[src/c1d_pkg.sv]
// ----------------------------------------------------------------------------
// c1d_pkg
// Shared types and constants of the four-channel 1-D convolution filter bank.
// ----------------------------------------------------------------------------
package c1d_pkg;

  localparam int CHANNELS    = 4;
  localparam int WEIGHT_BITS = 16;
  localparam int BIAS_BITS   = 32;
  localparam int RES_BITS    = 32;
  localparam int POS_BITS    = 16;
  localparam int FIDX_BITS   = 4;
  localparam int CFG_BITS    = 5;
  localparam int CFG_IDX_BITS = 2;

  typedef enum logic [1:0] {
    KIND_WEIGHT = 2'd0,
    KIND_BIAS   = 2'd1,
    KIND_SAMPLE = 2'd2,
    KIND_NONE   = 2'd3
  } kind_e;

  typedef enum logic [CFG_IDX_BITS-1:0] {
    CFG_TAPS    = 2'd0,
    CFG_FILTERS = 2'd1
  } cfg_reg_e;

  typedef enum logic {
    BK_IDLE = 1'b0,
    BK_RUN  = 1'b1
  } back_state_e;

  typedef struct packed {
    kind_e       kind;
    logic [3:0]  fsel;
    logic [1:0]  csel;
    logic [3:0]  tsel;
    logic        seq_start;
  } item_ctl_t;

  localparam int CTL_W = $bits(item_ctl_t);

endpackage

[src/c1d_front.sv]
// ----------------------------------------------------------------------------
// c1d_front
// Accepts input transactions, drops ignored kinds and out-of-range loads,
// and packs the rest for the queue.
// ----------------------------------------------------------------------------
module c1d_front import c1d_pkg::*; #(
  parameter int SAMPLE_BITS = 16,
  parameter int MAX_TAPS    = 16,
  parameter int MAX_FILTERS = 16,
  parameter int DATA_W      = 64
) (
  input  logic                          in_valid_i,
  output logic                          in_ready_o,
  input  logic [1:0]                    kind_i,
  input  logic [3:0]                    filter_sel_i,
  input  logic [1:0]                    channel_sel_i,
  input  logic [3:0]                    tap_sel_i,
  input  logic signed [WEIGHT_BITS-1:0] weight_value_i,
  input  logic signed [BIAS_BITS-1:0]   bias_value_i,
  input  logic signed [SAMPLE_BITS-1:0] sample_a_i,
  input  logic signed [SAMPLE_BITS-1:0] sample_c_i,
  input  logic signed [SAMPLE_BITS-1:0] sample_g_i,
  input  logic signed [SAMPLE_BITS-1:0] sample_t_i,
  input  logic                          seq_start_i,
  input  logic                          full_i,
  output logic                          push_o,
  output item_ctl_t                     ctl_o,
  output logic [DATA_W-1:0]             data_o
);

  logic  keep;
  kind_e kind;

  assign kind       = kind_e'(kind_i);
  assign in_ready_o = !full_i;

  always_comb begin
    keep   = 1'b0;
    data_o = '0;
    case (kind)
      KIND_WEIGHT: begin
        keep   = (int'(filter_sel_i) < MAX_FILTERS) && (int'(tap_sel_i) < MAX_TAPS);
        data_o = DATA_W'($unsigned(weight_value_i));
      end
      KIND_BIAS: begin
        keep   = int'(filter_sel_i) < MAX_FILTERS;
        data_o = DATA_W'($unsigned(bias_value_i));
      end
      KIND_SAMPLE: begin
        keep   = 1'b1;
        data_o = DATA_W'({sample_a_i, sample_c_i, sample_g_i, sample_t_i});
      end
      default: begin
        keep   = 1'b0;
        data_o = '0;
      end
    endcase
  end

  assign ctl_o.kind      = kind;
  assign ctl_o.fsel      = filter_sel_i;
  assign ctl_o.csel      = channel_sel_i;
  assign ctl_o.tsel      = tap_sel_i;
  assign ctl_o.seq_start = seq_start_i;

  assign push_o = in_valid_i && !full_i && keep;

endmodule

[config.mk]
export PLATFORM = sky130hd
export DESIGN_NAME = c1d_front
export DESIGN_NICKNAME = d
export VERILOG_FILES = /design/src/c1d_pkg.sv /design/src/c1d_front.sv
export SDC_FILE = /design/constraint.sdc
export NUM_CORES = 1
export LEC_CHECK = 0
export BUFFER_PORTS_ARGS = -buffer_cell sky130_fd_sc_hd__buf_4
export CORE_AREA = 2 2 79 81
export DETAILED_ROUTE_END_ITERATION = 10
export DIE_AREA = 0 0 81 83
export PLACE_DENSITY_LB_ADDON = 0.05
export SKIP_LAST_GASP = 1
export SYNTH_ARGS = -nofsm -noshare
export SYNTH_HDL_FRONTEND = slang
export SYNTH_SLANG_ARGS = --single-unit
[constraint.sdc]
create_clock -name vclk -period 1.7
set_input_delay 0.34 -clock vclk [all_inputs]
set_output_delay 0.34 -clock vclk [all_outputs]
set_load 0.01 [all_outputs]
# Word-level counts from Yosys, hierarchy flattened
# Cells that the tools add are included.
# W data, S select, Z words.
# op_classes
addsub	0
n_mul	0
n_div	0
order_cmp	0
eq_ne	2
n_shift	0
mux	2
bitwise_logic	0
n_reduce_logical	5
# ops
cell	count
$pmux W64 S3	1
$reduce_or A3 Y1	1
$eq A2 B1 Y1 const B	1
$eq A2 B2 Y1 const B	1
$logic_and A1 B1 Y1	2
$logic_not A2 Y1	1
$logic_not A1 Y1	1
$mux W1	1
# word_totals
reg_bits	0
latch_bits	0
ramBits	0
rom_bits	0
in_bits	127
elab_cells	9
n_memories	0

# Logic depth before layout (Yosys ltp)
# depth
word_depth	4
ltp_mapped	5
mapped_depth_nobuf	2

# Worst setup path before layout
# Ideal clock, no wire load.
# synth_timing
kind	input port to output port
from	in kind_i[0]
to	out data_o[17]
t_arrival_ns	1.101
setup_slack_ns	0.259
stages	5
path_buffers	3
path_cell_list	buf_4 -> nor2b_1 -> clkbuf_2 -> buf_4 -> a22o_1
# synth_between
elab_chain_cells	2
word_cells_on_any_way	4
# synth_lines
element	line_no	rtl
start, declared	c1d_front.sv:14	input logic [1:0] kind_i,
$eq A2 B2 Y1, or another cell as far along	c1d_front.sv:40	case (kind)
$pmux W64 S3 (*)	c1d_front.sv:40	
end, declared	c1d_front.sv:28	output logic [DATA_W-1:0] data_o
# Mark *: on every way between the ends. The rest lies on a longest branch, timed or not.

# Worst setup path after layout
# layout_timing
from	in kind_i[1]
to	out data_o[16]
# Same word-level chain as after synthesis.

==> flow_results.xml <==
<?xml version="1.0" encoding="UTF-8"?>
<metrics>
  <group name="synthesis">
    <metric name="post_synth_instance_area" unit="um2">870</metric>
    <metric name="synth.top_cells.by_area" unit="">and2_1, mux2i_1, buf_4</metric>
    <metric name="syn_nets" unit="">238</metric>
    <metric name="seq_area_frac_synth" unit="%">0</metric>
    <metric name="netlist_instances" unit="">111</metric>
    <metric name="synth_largest_type_area_fraction" unit="%">23.0</metric>
    <metric name="synthesis.yosys.warnings" unit="">0</metric>
    <metric name="syn_area_per_cell" unit="um2">7.83</metric>
    <metric name="netlist-cell-type-count" unit="">14</metric>
    <metric name="synth_area_leader_cell" unit="">and2_1</metric>
  </group>
  <group name="finish">
    <metric name="antenna-diode-count" unit="">0</metric>
    <metric name="clockBufferCount" unit="">0</metric>
    <metric name="final_cells" unit="">352</metric>
    <metric name="design.seq.count" unit="">0</metric>
    <metric name="sequential_cell_area" unit="um2">0</metric>
    <metric name="layout_common_cells" unit="">buf_4, and2_1, a22o_1, mux2i_1, o2bb2ai_1</metric>
    <metric name="drive_gt1_share" unit="%">70.0</metric>
    <metric name="fill_cells" unit="">627</metric>
    <metric name="design.final.nets" unit="">406</metric>
    <metric name="areaGrowthSynthToFinish" unit="%">156</metric>
    <metric name="commonest_non_fill_non_tap_cell_in_the_layout" unit="">buf_4</metric>
  </group>
  <group name="placement">
    <metric name="dp_hpwl" unit="um">4280</metric>
    <metric name="routabilityCongestion" unit="">0.768</metric>
    <metric name="placed_cells" unit="">352</metric>
    <metric name="io_buffer_count" unit="">184</metric>
  </group>
  <group name="power">
    <metric name="power_leakage" unit="nW">1.25</metric>
    <metric name="max-vdd-ir-drop" unit="V">0.0000931</metric>
    <metric name="powerDensity" unit="nW/um2">250</metric>
  </group>
  <group name="global_route">
    <metric name="grt_pass1_vias" unit="">1344</metric>
    <metric name="grtUsageTotal" unit="%">12.5</metric>
    <metric name="grt_remaining_overflow" unit="">0</metric>
    <metric name="grt_antenna_before_repair" unit="">0</metric>
    <metric name="grt_util_met3" unit="%">3.15</metric>
    <metric name="grt_max_degree" unit="">49</metric>
    <metric name="use_met2" unit="%">25.1</metric>
    <metric name="grt_util_met1" unit="%">13.3</metric>
    <metric name="global_route.peak_usage_layer" unit="">met2</metric>
    <metric name="grt_first_pass_wirelength" unit="um">6840</metric>
  </group>
  <group name="min_path">
    <metric name="worst_hold_depth" unit="">0</metric>
    <metric name="hold_start" unit="">channel_sel_i[1]</metric>
    <metric name="min_delay_worst_endpoint" unit="">ctl_o[6]</metric>
    <metric name="min-delay-path-class" unit="">in2out</metric>
  </group>
  <group name="cts">
    <metric name="cts_hold_buf" unit="">0</metric>
    <metric name="post_cts.resized_instances" unit="">0</metric>
    <metric name="post-cts-setup-buffer-count" unit="">0</metric>
  </group>
  <group name="critical_path">
    <metric name="worst_path_largest_cell_delay" unit="ps">250</metric>
    <metric name="critical_path.endpoint_type" unit="">primary output</metric>
    <metric name="cp_max_fanout" unit="">48</metric>
    <metric name="critPathBufInv" unit="">3</metric>
    <metric name="worst_setup_path_start_kind" unit="">input pin</metric>
    <metric name="critical_path.top_delay_family" unit="">buffers and inverters</metric>
    <metric name="timing.critical_path.mode_cell" unit="">buf_4</metric>
    <metric name="worstPathRequired" unit="ps">1360</metric>
    <metric name="worstPathCellList" unit="">buf_4 &gt; nor2b_4 &gt; buf_12 &gt; a22o_1 &gt; buf_4</metric>
    <metric name="worstSetupPathType" unit="">in2out</metric>
    <metric name="library_cell_contributing_the_largest_single_delay_on_the_critical_path" unit="">a22o_1</metric>
    <metric name="cp_data_arrival_time" unit="ps">1190</metric>
  </group>
  <group name="detailed_routing">
    <metric name="drcViolationCount" unit="">0</metric>
    <metric name="via_per_inst" unit="">4.11</metric>
    <metric name="drt_pre_antenna_iters" unit="">4</metric>
    <metric name="vias" unit="">1445</metric>
    <metric name="final_antenna_net_count" unit="">0</metric>
    <metric name="post_route_wl" unit="um">4900</metric>
    <metric name="wl_per_cell" unit="um">13.9</metric>
    <metric name="initialDrtViolationCount" unit="">27</metric>
  </group>
  <group name="timing">
    <metric name="tns" unit="ps">0</metric>
    <metric name="worst_slew_pin_slew" unit="ps">188</metric>
    <metric name="maximum_achievable_frequency" unit="MHz">655</metric>
    <metric name="period_needed" unit="ps">1530</metric>
    <metric name="setup-violations-final" unit="">0</metric>
    <metric name="timing_max_transition_violations_final" unit="">0</metric>
    <metric name="grt_setup_unrepaired" unit="">false</metric>
    <metric name="timing.final.crit_share" unit="%">89.8</metric>
    <metric name="holdWs" unit="ps">680</metric>
    <metric name="slew_headroom" unit="%">87.5</metric>
    <metric name="timing_hold_violations_final" unit="">0</metric>
  </group>
  <group name="floorplanning">
    <metric name="io_pins" unit="">206</metric>
    <metric name="dieArea" unit="um2">6720</metric>
    <metric name="die-width" unit="um">81</metric>
    <metric name="initial_core_utilization" unit="%">15.0</metric>
    <metric name="placement_rows" unit="">28</metric>
    <metric name="die_height" unit="um">83</metric>
    <metric name="floorplan.core_area" unit="um2">5820</metric>
  </group>
  <group name="flow_run">
    <metric name="max-cap-violations" unit="">0</metric>
  </group>
  <group name="outcome">
    <metric name="status" unit="">finished clean</metric>
  </group>
</metrics>
-- worst max path at each step --
stage                     startpoint    endpoint  slack (ps)  depth (start not counted)
after floorplan            kind_i[0]  data_o[17]         260                          5
after global placement     kind_i[1]  data_o[19]         180                          5
after detailed placement   kind_i[1]  data_o[31]         170                          5
after CTS                  kind_i[1]  data_o[31]         170                          5
after global routing       kind_i[1]  data_o[29]         130                          5
final                      kind_i[1]  data_o[16]         170                          5
-- stage by stage --
stage	worst slack (ps)	utilization, %	area (um2)	power (mW)
after floorplan	259	-	870	0.230
after global placement	179	38.3	2220	0.566
after detailed placement	167	38.3	2220	0.565
after CTS	167	38.3	2220	0.566
after global routing	130	38.3	2220	0.600
final	173	38.3	2220	0.556
-- synthesized netlist by cell type, drive strengths merged --
cell	n
buf	23
a22o	16
nand2	1
inv	1
clkbuf	3
and2	32
o2bb2ai	16
and3	1
mux2i	16
nor2b	2
-- cells by family (layout without fill, tap and decap cells) --
| group | count (synthesis) | after routing | share of synthesized area [%] |
|---|---|---|---|
| and+or+nand+nor | 36 | 36 | 26.5 |
| buffers and inverters | 27 | 193 | 22.9 |
| muxes | 16 | 16 | 18.4 |
| AOI/OAI and AO/OA | 32 | 32 | 32.2 |
-- cell type report --
| type | instances | area (um2) | area share (%) |
|---|---|---|---|
| inverters | 1 | 3.75 | 0.169 |
| repair buffers | 192 | 1450 | 65.4 |
| multi-input cells | 84 | 673 | 30.3 |
| well taps | 75 | 93.8 | 4.22 |
-- where the power goes --
group          internal, mW  leakage [nW]  switching (mW)  total (mW)
Sequential                0             0               0           0
Combinational         0.358          1.25           0.198       0.556
Clock                     0             0               0           0
Total                 0.358          1.25           0.198       0.556
-- routing by layer --
| layer | up-vias | routed length [um] |
|---|---|---|
| met5 | - | 0 |
| met4 | 0 | 20 |
| met3 | 6 | 645 |
| met2 | 108 | 2570 |
| met1 | 611 | 1660 |
| li1 | 720 | - |
(Power assumes the default switching activity.)
