<file path="src/c1d_fifo.sv">
// ----------------------------------------------------------------------------
// c1d_fifo
// Short queue between the front and the back.
// ----------------------------------------------------------------------------
module c1d_fifo #(
  parameter int WIDTH = 8,
  parameter int DEPTH = 2
) (
  input  logic             clk_i,
  input  logic             rst_ni,
  input  logic             push_i,
  input  logic [WIDTH-1:0] data_i,
  output logic             full_o,
  output logic             valid_o,
  input  logic             pop_i,
  output logic [WIDTH-1:0] data_o
);

  localparam int PTR_W = (DEPTH > 1) ? $clog2(DEPTH) : 1;
  localparam int CNT_W = $clog2(DEPTH + 1);

  logic [WIDTH-1:0] mem_q [DEPTH];
  logic [PTR_W-1:0] wr_q, wr_d, rd_q, rd_d;
  logic [CNT_W-1:0] cnt_q, cnt_d;
  logic             do_push, do_pop;

  assign full_o  = cnt_q == CNT_W'(DEPTH);
  assign valid_o = cnt_q != '0;
  assign do_push = push_i && !full_o;
  assign do_pop  = pop_i && valid_o;
  assign data_o  = mem_q[rd_q];

  always_comb begin
    wr_d  = wr_q;
    rd_d  = rd_q;
    cnt_d = cnt_q;
    if (do_push) begin
      wr_d = (wr_q == PTR_W'(DEPTH - 1)) ? '0 : wr_q + 1'b1;
    end
    if (do_pop) begin
      rd_d = (rd_q == PTR_W'(DEPTH - 1)) ? '0 : rd_q + 1'b1;
    end
    if (do_push && !do_pop) begin
      cnt_d = cnt_q + 1'b1;
    end else if (do_pop && !do_push) begin
      cnt_d = cnt_q - 1'b1;
    end
  end

  always_ff @(posedge clk_i or negedge rst_ni) begin
    if (!rst_ni) begin
      wr_q  <= '0;
      rd_q  <= '0;
      cnt_q <= '0;
    end else begin
      wr_q  <= wr_d;
      rd_q  <= rd_d;
      cnt_q <= cnt_d;
    end
  end

  always_ff @(posedge clk_i) begin
    if (do_push) begin
      mem_q[wr_q] <= data_i;
    end
  end

endmodule

</file>
<file path="config.mk">
export PLATFORM = sky130hd
export DESIGN_NAME = c1d_fifo
export DESIGN_NICKNAME = d
export VERILOG_FILES = /design/src/c1d_fifo.sv
export SDC_FILE = /design/constraint.sdc
export NUM_CORES = 1
export LEC_CHECK = 0
export BUFFER_PORTS_ARGS = -buffer_cell sky130_fd_sc_hd__buf_2
export CORE_MARGIN = 1.5
export CORE_UTILIZATION = 30
export DETAILED_ROUTE_END_ITERATION = 12
export PLACE_DENSITY = 0.59
export REMOVE_ABC_BUFFERS = 1
export SETUP_SLACK_MARGIN = 0.15
export SLEW_MARGIN = 15
export SYNTH_ARGS = -nofsm -noshare
export SYNTH_HDL_FRONTEND = slang
export SYNTH_SLANG_ARGS = --single-unit
</file>
<file path="constraint.sdc">
create_clock -name clk_i -period 2 [get_ports clk_i]
set_input_delay 0.4 -clock clk_i [delete_from_list [all_inputs] [get_ports clk_i]]
set_output_delay 0.4 -clock clk_i [all_outputs]
set_load 0.01 [all_outputs]
</file>
# == Yosys cells after proc, flatten, opt, wreduce, memory -nomap -nowiden ==
# Memories as Yosys holds them, arrays and structs flattened.
# Cells that the tools add are included.
# classes
mul,0
bitwise_logic,0
order_cmp,0
add_sub_neg,4
n_mux,6
n_reduce_logical,9
n_shift,0
eq_ne,1
n_div,0
# ops
op,count
logical AND 1 bit,4
two-way mux 1 bit,4
two-way mux 2 bit,2
nonzero test 2 bit,2
logical NOT 1 bit,3
"adder 1 bit, second input constant",2
"adder 2 x 1 -> 2 bit, second input constant",1
"equality test 2 bit, second input constant",1
"subtractor 2 x 1 -> 2 bit, second input constant",1
# word_totals
output_inout_bits,10
ff_bits,4
wordCells,24
memories,1
rom_bits,0
latch_bits,0
input_bits,12
ramBits,16
# mem_list
name,depth,word_bits,rd,rd_clocked_by_memory_dff,wr,line,text
mem_q,2,8,1,0,1,22,logic [WIDTH-1:0] mem_q [DEPTH];

# == Depth between registers and ports, before layout ==
# Gate-level depths: netlist of the first run.
# logic_depth
ltp_word,7
mapped_depth,7
mapped_depth_nobuf,7

# == Worst setup path after synthesis of the first run ==
# OpenSTA, ideal clock, no wires.
# synth_path
path_type,reg2reg
start,reg cnt_q[0]
end,"mem mem_q[0][0], enable pin"
setup_slack_ns,0.644
setup_ns,0.370
path_stages_with_launch,4
required_time_ns,1.630
arrival_ns,0.986
cell_sequence,dfrtp_1 nand2b_1 nand2_2 nor2_1
# synth_between
elab_chain_cells,5
# synth_lines
element,line,text
"start, declared",24,"logic [CNT_W-1:0] cnt_q, cnt_d;"
"start signal, assigned",58,cnt_q <= cnt_d;
equality test 2 bit,27,assign full_o = cnt_q == CNT_W'(DEPTH);
logical NOT 1 bit,29,assign do_push = push_i && !full_o;
logical AND 1 bit,29,
two-way mux 1 bit,63,if (do_push) begin
two-way mux 1 bit (not written as such),64,mem_q[wr_q] <= data_i;
"end, declared",22,
# Every way passes these cells.

# == Worst setup path after layout of the first run ==
# layout_path
start,reg rd_q
end,out data_o[1]
# layout_between
elab_chain_cells,1
# layout_lines
element,line,text
"start, declared",23,"logic [PTR_W-1:0] wr_q, wr_d, rd_q, rd_d;"
"start signal, assigned",57,rd_q <= rd_d;
memory read (2 x 8 bit),--,
"end, declared",16,output logic [WIDTH-1:0] data_o
# Every way passes these cells.

==> results of run 1 <==
==> power groups by stage <==
stage	sequential, W	combinational, W	clock, W
finish	0.000666	0.000438	0.000176
CTS	0.000669	0.000450	0.000191
floorplan	0.000652	0.000301	0
global placement	0.000670	0.000440	0
global route	0.000687	0.000490	0.000206
detailed placement	0.000677	0.000446	0
==> synthesized netlist by cell type <==
master	n	area (µm²)
nand2_4	1	11.26
xnor2_1	3	26.28
nand2_2	1	6.260
or2_4	1	8.760
mux2_1	8	90.09
and3_1	1	6.260
edfxtp_1	16	480.5
ha_1	1	12.51
nand2b_1	1	6.260
nor2_1	2	7.510
dfrtp_1	4	100.1
inv_1	2	7.510
buf_2	1	5.000
xor2_1	2	17.52
==> cell type report <==
class	count	area, µm²
inverters	2	7.507
fillers	244	1513
well taps	30	37.54
flip-flops and latches	20	581.8
multi-input cells	21	192.7
repair buffers	23	122.6
clock buffers	3	22.52
==> registers in the layout (all words and copies together) (netlist names) <==
name   cells
wr_q       1
mem_q     16
cnt_q      2
rd_q       1
==> worst max-delay path, delay by kind of cell (launching register included) <==
kind	cells	cell delay, ps
mux	1	350
flops	1	510
buf+inv	1	140
==> stage by stage <==
stage | instances | instance area (µm²) | setup slack (ps) | util | hold WS [ps]
finish | 99 | 964.7 | 320.5 | 0.3894 | 298.8
global route | 99 | 964.7 | 235.5 | 0.3894 | 279.6
floorplan | 43 | 780.7 | 643.7 | - | 104.4
detailed placement | 95 | 930.9 | 502.5 | 0.3758 | 215.7
global placement | 95 | 930.9 | 527.1 | 0.3758 | 215.7
CTS | 99 | 963.4 | 158.3 | 0.3889 | 285.9
==> kinds of logic after synthesis <==
kind of cell  after synthesis
fa+ha+maj                   1
buf+inv                     3
xor+xnor                    5
simple gates                7
mux                         8
flops                      20
==> repair_timing <==
action	4_1_cts	5_1_grt
endpoints found under the hold margin	4	0
resized for setup	0	1
setup endpoints to repair	0	8
hold buffers	1	0
==> per-layer routing <==
layer	global-route usage	vias up	wire, µm
li1	-	210	-
met1	0.1101	199	560
met2	0.1627	16	562
met3	0.01944	0	85
met4	0.03750	0	0
met5	0	-	0
==> worst paths after layout <==
check	cells after the start	startpoint	endpoint	slack, ps
min in group asynchronous	2	rst_ni	wr_q	440
max in group asynchronous	2	rst_ni	rd_q	1430
worst min register to register	1	wr_q	wr_q	510
worst max register to register	6	cnt_q[0]	cnt_q[1]	540
worst max-delay path	2	rd_q	data_o[1]	320
worst min-delay path	1	data_i[3]	mem_q[1][3]	300
==> run summary, run 1 <==
register share of total power: 0.520
initial antenna violation count: 0
worst slew pin tran: 386.6 ps
crit path kind: reg2out
Post-Synth XOR/XNOR Area: 0.05573
total net switching power: 0.0004030 W
worst skew pair latency: 280 ps
CTS max path bufs: 2
RSZ-0062 raised after global routing: false
share of layout cells above drive strength 1: 0.4203
Seq/Total Area, Yosys: 0.7389
Routed WL: 1.208 mm
CP peak stage delay: 510 ps
largest family of logic cells by synthesized area: multiplexers
Reg clk slew, reported paths: 100 ps
commonest cells after routing, fill and taps aside: buf_2, edfxtp_1, mux2_1
switching share of total power: 0.3149
Worst setup EP type: output pin
synthesized cell area: 785.8 µm²
# Post-CTS Setup Buffers: 0
Highest Clock Rate: 0.5954 GHz
iteration count of the initial detailed-routing pass: 3
Root Buffer: clkbuf_4
DP Wirelength: 898.1 µm
Worst setup SP type: flop
GRT Resource Usage Total: 0.09313
maxcap violations: 0
Hold Crit Class: in2reg
final setup fails: 0
DRC violations left: 0
status: complete, no violations
Tot Pwr: 0.001280 W
fin nets: 84
slew margin rel.: 0.7422
Compound-Gate Fraction of Synth Area: 0
Port Buffers: 21
Antenna Cells: 0
Area growth syn-to-layout: 22.77%
Avg WL per Cell: 12.20 µm
Post-Syn Instances: 44
Comb power frac: 0.342
Leakage: 0.3956 nW
post-route minimum period: 1679 ps
mux cell area share after synthesis: 0.1146
DRT iter0 DRCs: 2
Int Pwr: 0.0008769 W
CP Data Required Time: 1600 ps
commonest non-fill, non-tap cell in the layout: buf_2
Via density: 4.293
number of synthesis warnings: 0
maximum VDD drop: 0.6189 mV
grt total ovfl: 0
Core Rows: 18
Clock Skews: 0.7294 ps
largest net degree at the start of global routing: 11
first-pass GRT wire length: 1.849 mm
Die Ht: 54.18 µm
H-Tree Depth: 1
PwrDens: 1327 nW/µm²
initial cell density of the core: 0.3172
core area: 2477 µm²
number of global-route vias before repair: 429
io pins: 22
Clock Sink Count: 20
slowest cell on the critical path: dfrtp_2
Horiz. Die Dim: 54.18 µm
max-slew violations: 0
Post-Synth Adder-Cell Area: 0.01592
clock share of power: 0.138
CTS tree: yes
area of the die: 2935 µm²
simple-gate share of the synthesized area: 0.05892
Yosys reg bits: 20
Routed Antenna Nets: 0
routability cong.: 0.6027
Final Cycle Share: 0.8397
Final TNS setup: 0 ps
Final Hold Fails: 0
Max Fanout on Critical Path: 9
Data arrival, critical path: 1280 ps
CTS buffer count: 3
synth unique cells: 14
routed vias: 425
Mean Syn Cell Area: 17.86 µm²
crit-path cells: mux2_1 -> buf_2
Power figures use the tool's default switching activity.
==> inputs of run 2 (changes only) <==
--- a/config.mk
+++ b/config.mk
@@ -9,7 +9,7 @@
 export CORE_MARGIN = 1.5
 export CORE_UTILIZATION = 30
 export DETAILED_ROUTE_END_ITERATION = 12
-export PLACE_DENSITY = 0.59
+export PLACE_DENSITY = 0.61
 export REMOVE_ABC_BUFFERS = 1
 export SETUP_SLACK_MARGIN = 0.15
 export SLEW_MARGIN = 15
==> constraint.sdc (replaced) <==
create_clock -name clk_i -period 1.35 [get_ports clk_i]
set_input_delay 0.27 -clock clk_i [delete_from_list [all_inputs] [get_ports clk_i]]
set_output_delay 0.27 -clock clk_i [all_outputs]
set_load 0.01 [all_outputs]
==> run 2 against run 1 <==
  * Clock power grew 91%
  * Combinational power grew to 3.2 times the previous value
  * Clock skew grew 6.9 ps
  * Sequential share of layout area shrank 13 points
  * The flow now finishes with violations (negative setup slack)
  * Highest routed layer unchanged
  * Critical path depth grew 1
  * Count of clock-buffer cells in the layout grew 1
  * Global-route usage grew 1.1 points
  * Die area is the same
  * Non-clock buffer count grew 10
==> run summary, run 2 (same netlist as run 1, synthesis figures left out) <==
Root Buffer: clkbuf_4
Via density: 4.336
GRT Resource Usage Total: 0.1037
CTS tree: yes
Antenna Cells: 0
initial cell density of the core: 0.3172
Hold Crit Class: in2reg
Routed WL: 1.367 mm
max reg flops: 16
worst slew pin tran: 177.5 ps
worst hold start: data_i[1]
CTS max path bufs: 2
maxcap violations: 0
Avg WL per Cell: 12.43 µm
max-slew violations: 0
Routed Antenna Nets: 0
routed vias: 477
post-route minimum period: 1547 ps
Leakage: 0.5225 nW
total net switching power: 0.0008017 W
first-pass GRT wire length: 2.049 mm
DRC violations left: 0
Final Cycle Share: 1.146
Int Pwr: 0.001897 W
final setup fails: 9
largest net degree at the start of global routing: 12
fin nets: 94
Reg clk slew, reported paths: 110 ps
Comb power frac: 0.524
Final TNS setup: -1550 ps
Clock Sink Count: 20
commonest non-fill, non-tap cell in the layout: edfxtp_1
status: finished, violations left
Die Ht: 54.18 µm
register share of total power: 0.351
PwrDens: 2208 nW/µm²
Hold Crit Depth: 1
initial antenna violation count: 0
crit-path cells: buf_6 -> mux2_4 -> buf_6
RR Startpoint: cnt_q[1]
Most common cell on crit path: buf_6
H-Tree Depth: 1
grt total ovfl: 0
CP Data Required Time: 1080 ps
CTS buffer count: 3
area of the die: 2935 µm²
Data arrival, critical path: 1280 ps
failing checks: negative setup slack
Final Util: 0.4934
crit path kind: reg2out
Highest Clock Rate: 0.6465 GHz
slowest cell on the critical path: dfrtp_2
clock share of power: 0.125
Worst setup SP type: flop
internal reg-to-reg setup slack: 10 ps
CP peak stage delay: 430 ps
maximum VDD drop: 1.149 mV
core area: 2477 µm²
worst r2r dst: cnt_q[1]
Worst setup EP type: output pin
commonest cells after routing, fill and taps aside: edfxtp_1, buf_6, buf_2
reg2reg path depth: 6
worst skew pair latency: 290 ps
number of global-route vias before repair: 486
share of layout cells above drive strength 1: 0.7125
switching share of total power: 0.2970
Clock Skews: 7.610 ps
Worst Hold Margin: 156.3 ps
iteration count of the initial detailed-routing pass: 4
dpl ws: -8.884 ps
routability cong.: 0.6354
DRT iter0 DRCs: 2
io pins: 22
Area growth syn-to-layout: 55.57%
setup slack after layout: -196.8 ps
Port Buffers: 21
Max Fanout on Critical Path: 5
Final Hold Fails: 0
Hold EP: mem_q[1][1]
Core Rows: 18
largest registers: mem_q x16, cnt_q x2
Most flops, register: mem_q
DP Wirelength: 846.2 µm
RSZ-0062 raised after global routing: true
slew margin rel.: 0.8817
Horiz. Die Dim: 54.18 µm
[run 2: how the worst max path moves through the flow]
stage	from	slack (ps)	cells after the start	endpoint
2_1_floorplan	cnt_q[0]	-6	3	mem_q[0][0]
3_3_place_gp	rd_q	-10	2	data_o[0]
3_5_place_dp	rd_q	-9	2	data_o[4]
4_1_cts	rd_q	-210	3	data_o[6]
5_1_grt	rd_q	-250	3	data_o[0]
6_report	rd_q	-200	3	data_o[0]
[run 2: layer usage]
layer  track usage  part of all wire  vias to the layer above
li1              -                 -                      229
met1        0.1140              0.40                      233
met2        0.1807              0.53                       15
met3       0.03056             0.069                        0
met4       0.05000                 0                        0
met5             0                 0                        -
[run 2: power groups by stage]
stage | Combinational, W | Sequential [W] | Clock (W)
after detailed placement | 0.000738 | 0.000990 | 0
after global placement | 0.000734 | 0.000984 | 0
final | 0.00141 | 0.000948 | 0.000337
after global routing | 0.00153 | 0.000962 | 0.000374
after CTS | 0.00129 | 0.000944 | 0.000353
after floorplan | 0.000446 | 0.000966 | 0
[run 2: area by class of cell]
class,count,area [µm²]
fillers,230,1255
flip-flops and latches,20,581.8
clock buffers,4,36.28
well taps,30,37.54
repair buffers,33,279.0
inverters,2,10.01
multi-input cells,21,277.8
[run 2: critical path, delay by kind of cell (launching register included)]
family / cells / cell delay, ps
DFF: 1 / 430
muxes: 1 / 300
buffers and inverters: 2 / 260
[run 2: what timing repair did]
| item | in CTS | in global routing |
|---|---|---|
| pin swaps | 5 | 6 |
| gates cloned | 0 | 0 |
| resized for setup | 32 | 8 |
| hold endpoints to repair | 4 | 0 |
| buffers inserted | 5 | 1 |
| hold buffers | 1 | 0 |
| setup endpoints to repair | 28 | 28 |
[run 2: stage by stage]
step / instances / cell area [µm²] / power [W]
3_5_place_dp: 99 / 960.9 / 0.001728
3_3_place_gp: 99 / 960.9 / 0.001719
5_1_grt: 110 / 1222 / 0.002865
4_1_cts: 109 / 1179 / 0.002589
6_report: 110 / 1222 / 0.002699
2_1_floorplan: 43 / 780.7 / 0.001412
==> inputs of run 3 (changes only) <==
--- a/config.mk
+++ b/config.mk
@@ -10,7 +10,6 @@
 export CORE_UTILIZATION = 30
 export DETAILED_ROUTE_END_ITERATION = 12
 export PLACE_DENSITY = 0.61
-export REMOVE_ABC_BUFFERS = 1
 export SETUP_SLACK_MARGIN = 0.15
 export SLEW_MARGIN = 15
 export SYNTH_ARGS = -nofsm -noshare
==> run 3 against run 2 <==
  * The run still ends with negative setup slack left
  * Combinational power barely moved
  * Via count increased by 0.63%
  * Clock power increased by 43%
  * Maximum frequency decreased by 0.65%
  * Largest power group unchanged
  * First-iteration DRC count fell by 50%
  * Setup slack lost 10 ps
==> run summary, run 3 (same netlist as run 1, synthesis figures left out) <==
status: finished, violations left
failing checks: negative setup slack
crit-path cells: buf_6 -> mux2_4 -> buf_6
Root Buffer: clkbuf_4
area of the die: 2935 µm²
Hold EP: mem_q[1][2]
Leakage: 0.5328 nW
Avg WL per Cell: 12.99 µm
DR top layer: met4
setup slack after layout: -207.0 ps
Antenna Cells: 0
H-Tree Depth: 1
commonest non-fill, non-tap cell in the layout: edfxtp_1
Routed Antenna Nets: 0
slew margin rel.: 0.8803
Clock Sink Count: 20
Most flops, register: mem_q
DRC violations left: 0
routability cong.: 0.6927
commonest cells after routing, fill and taps aside: edfxtp_1, buf_6, buf_2
Area growth syn-to-layout: 59.24%
CP peak stage delay: 430 ps
fillers: 221
first-pass GRT wire length: 2.214 mm
reg2reg path depth: 7
max-slew violations: 0
core area: 2477 µm²
wl on met1: 562 µm
Post-DP Area: 1006 µm²
Core Rows: 18
max reg flops: 16
Hold Crit Class: in2reg
maximum VDD drop: 1.366 mV
Die Ht: 54.18 µm
Worst setup SP type: flop
share of layout cells above drive strength 1: 0.7037
CTS buffer count: 3
largest registers: mem_q x16, cnt_q x2
syn_nets: 57
FF/Latch Area: 581.8 µm²
iteration count of the initial detailed-routing pass: 4
fin nets: 95
post-route minimum period: 1557 ps
Via density: 4.324
routed vias: 480
number of cells after detailed placement: 100
Clock Skews: 3.666 ps
initial cell density of the core: 0.3172
Worst setup EP type: output pin
initial antenna violation count: 0
DRT iter0 DRCs: 1
DP Wirelength: 900.9 µm
Data arrival, critical path: 1290 ps
Reg clk slew, reported paths: 110 ps
RR Startpoint: cnt_q[0]
final setup fails: 10
multi-input logic area: 270.3 µm²
Finished Layout Cells: 111
io pins: 22
PwrDens: 2295 nW/µm²
largest net degree at the start of global routing: 13
Hold Crit Depth: 1
metal2 WL: 758 µm
maxcap violations: 0
Final Cycle Share: 1.153
worst r2r dst: cnt_q[1]
CP Data Required Time: 1080 ps
Most common cell on crit path: buf_6
met3 wire len: 88 µm
slowest cell on the critical path: dfrtp_2
Final Hold Fails: 0
Highest Clock Rate: 0.6423 GHz
CTS max path bufs: 2
Horiz. Die Dim: 54.18 µm
worst hold start: data_i[2]
CTS tree: yes
Routed WL: 1.442 mm
crit path kind: reg2out
Final Cell Area: 1251 µm²
number of global-route vias before repair: 490
Port Buffers: 21
RSZ-0062 raised after global routing: true
worst skew pair latency: 300 ps
internal reg-to-reg setup slack: -10 ps
worst slew pin tran: 179.5 ps
grt total ovfl: 0
GRT Resource Usage Total: 0.1164
Max Fanout on Critical Path: 5
==> run 3: changes by cell type in the layout (fill, tap and decap cells not counted) <==
| cell | change |
|---|---|
| xnor2_2 | -1 |
| clkbuf_8 | -1 |
| xnor2_1 | +1 |
| bufinv_16 | +1 |
| buf_12 | +1 |
==> run 3: worst max-delay path by stage <==
stage | start | end | slack, ps
final | rd_q | data_o[2] | -210
after global routing | rd_q | data_o[2] | -260
after detailed placement | cnt_q[1] | cnt_q[1] | -6
after CTS | rd_q | data_o[1] | -220
after global placement | rd_q | data_o[2] | -5
after floorplan | cnt_q[0] | cnt_q[1] | 9
==> run 3: worst max-delay path, delay by kind of cell (launching register included) <==
family | cells | cell delay (ps)
DFF | 1 | 430
muxes | 1 | 300
buffers and inverters | 2 | 260
==> run 3: area by class of cell <==
| class | count | share of cell area |
|---|---|---|
| Clock buffer | 3 | 0.01800 |
| Clock inverter | 1 | 0.02400 |
| Inverter | 2 | 0.008000 |
| Multi-Input combinational cell | 21 | 0.2160 |
| Sequential cell | 20 | 0.4650 |
| Tap cell | 30 | 0.03000 |
| Timing Repair Buffer | 34 | 0.2390 |
==> run 3: metal layers <==
metal  vias up  GRT usage
met2        17     0.2028
met3         4    0.04444
li1        232          -
met4         0    0.06250
met5         -          0
met1       227     0.1190
==> run 3: repair_timing <==
action                                  4_1_cts  5_1_grt
pin swaps                                     6        0
hold buffers                                  1        0
endpoints found under the setup margin       20       28
setup buffers                                 6        0
gates resized for setup                      32        1
endpoints found under the hold margin         4        0
gates cloned                                  0        0
==> run 3: power breakdown <==
group | internal [W] | switching [W]
clock | 0.000300 | 0.000182
sequential | 0.000865 | 0.0000859
combinational | 0.000890 | 0.000548
total | 0.00206 | 0.000816
==> run 3: metrics by stage <==
step	util	hold slack (ps)	setup WS [ps]	total power (W)	setup TNS (ps)
CTS	0.5040	140.0	-221.9	0.002890	-1753
global route	0.5051	129.8	-263.1	0.003042	-2261
floorplan	-	-25.59	8.993	0.001490	0
global placement	0.4061	84.74	-5.152	0.001832	-5.152
detailed placement	0.4061	88.74	-6.106	0.001853	-6.106
finish	0.5051	153.4	-207.0	0.002872	-1627
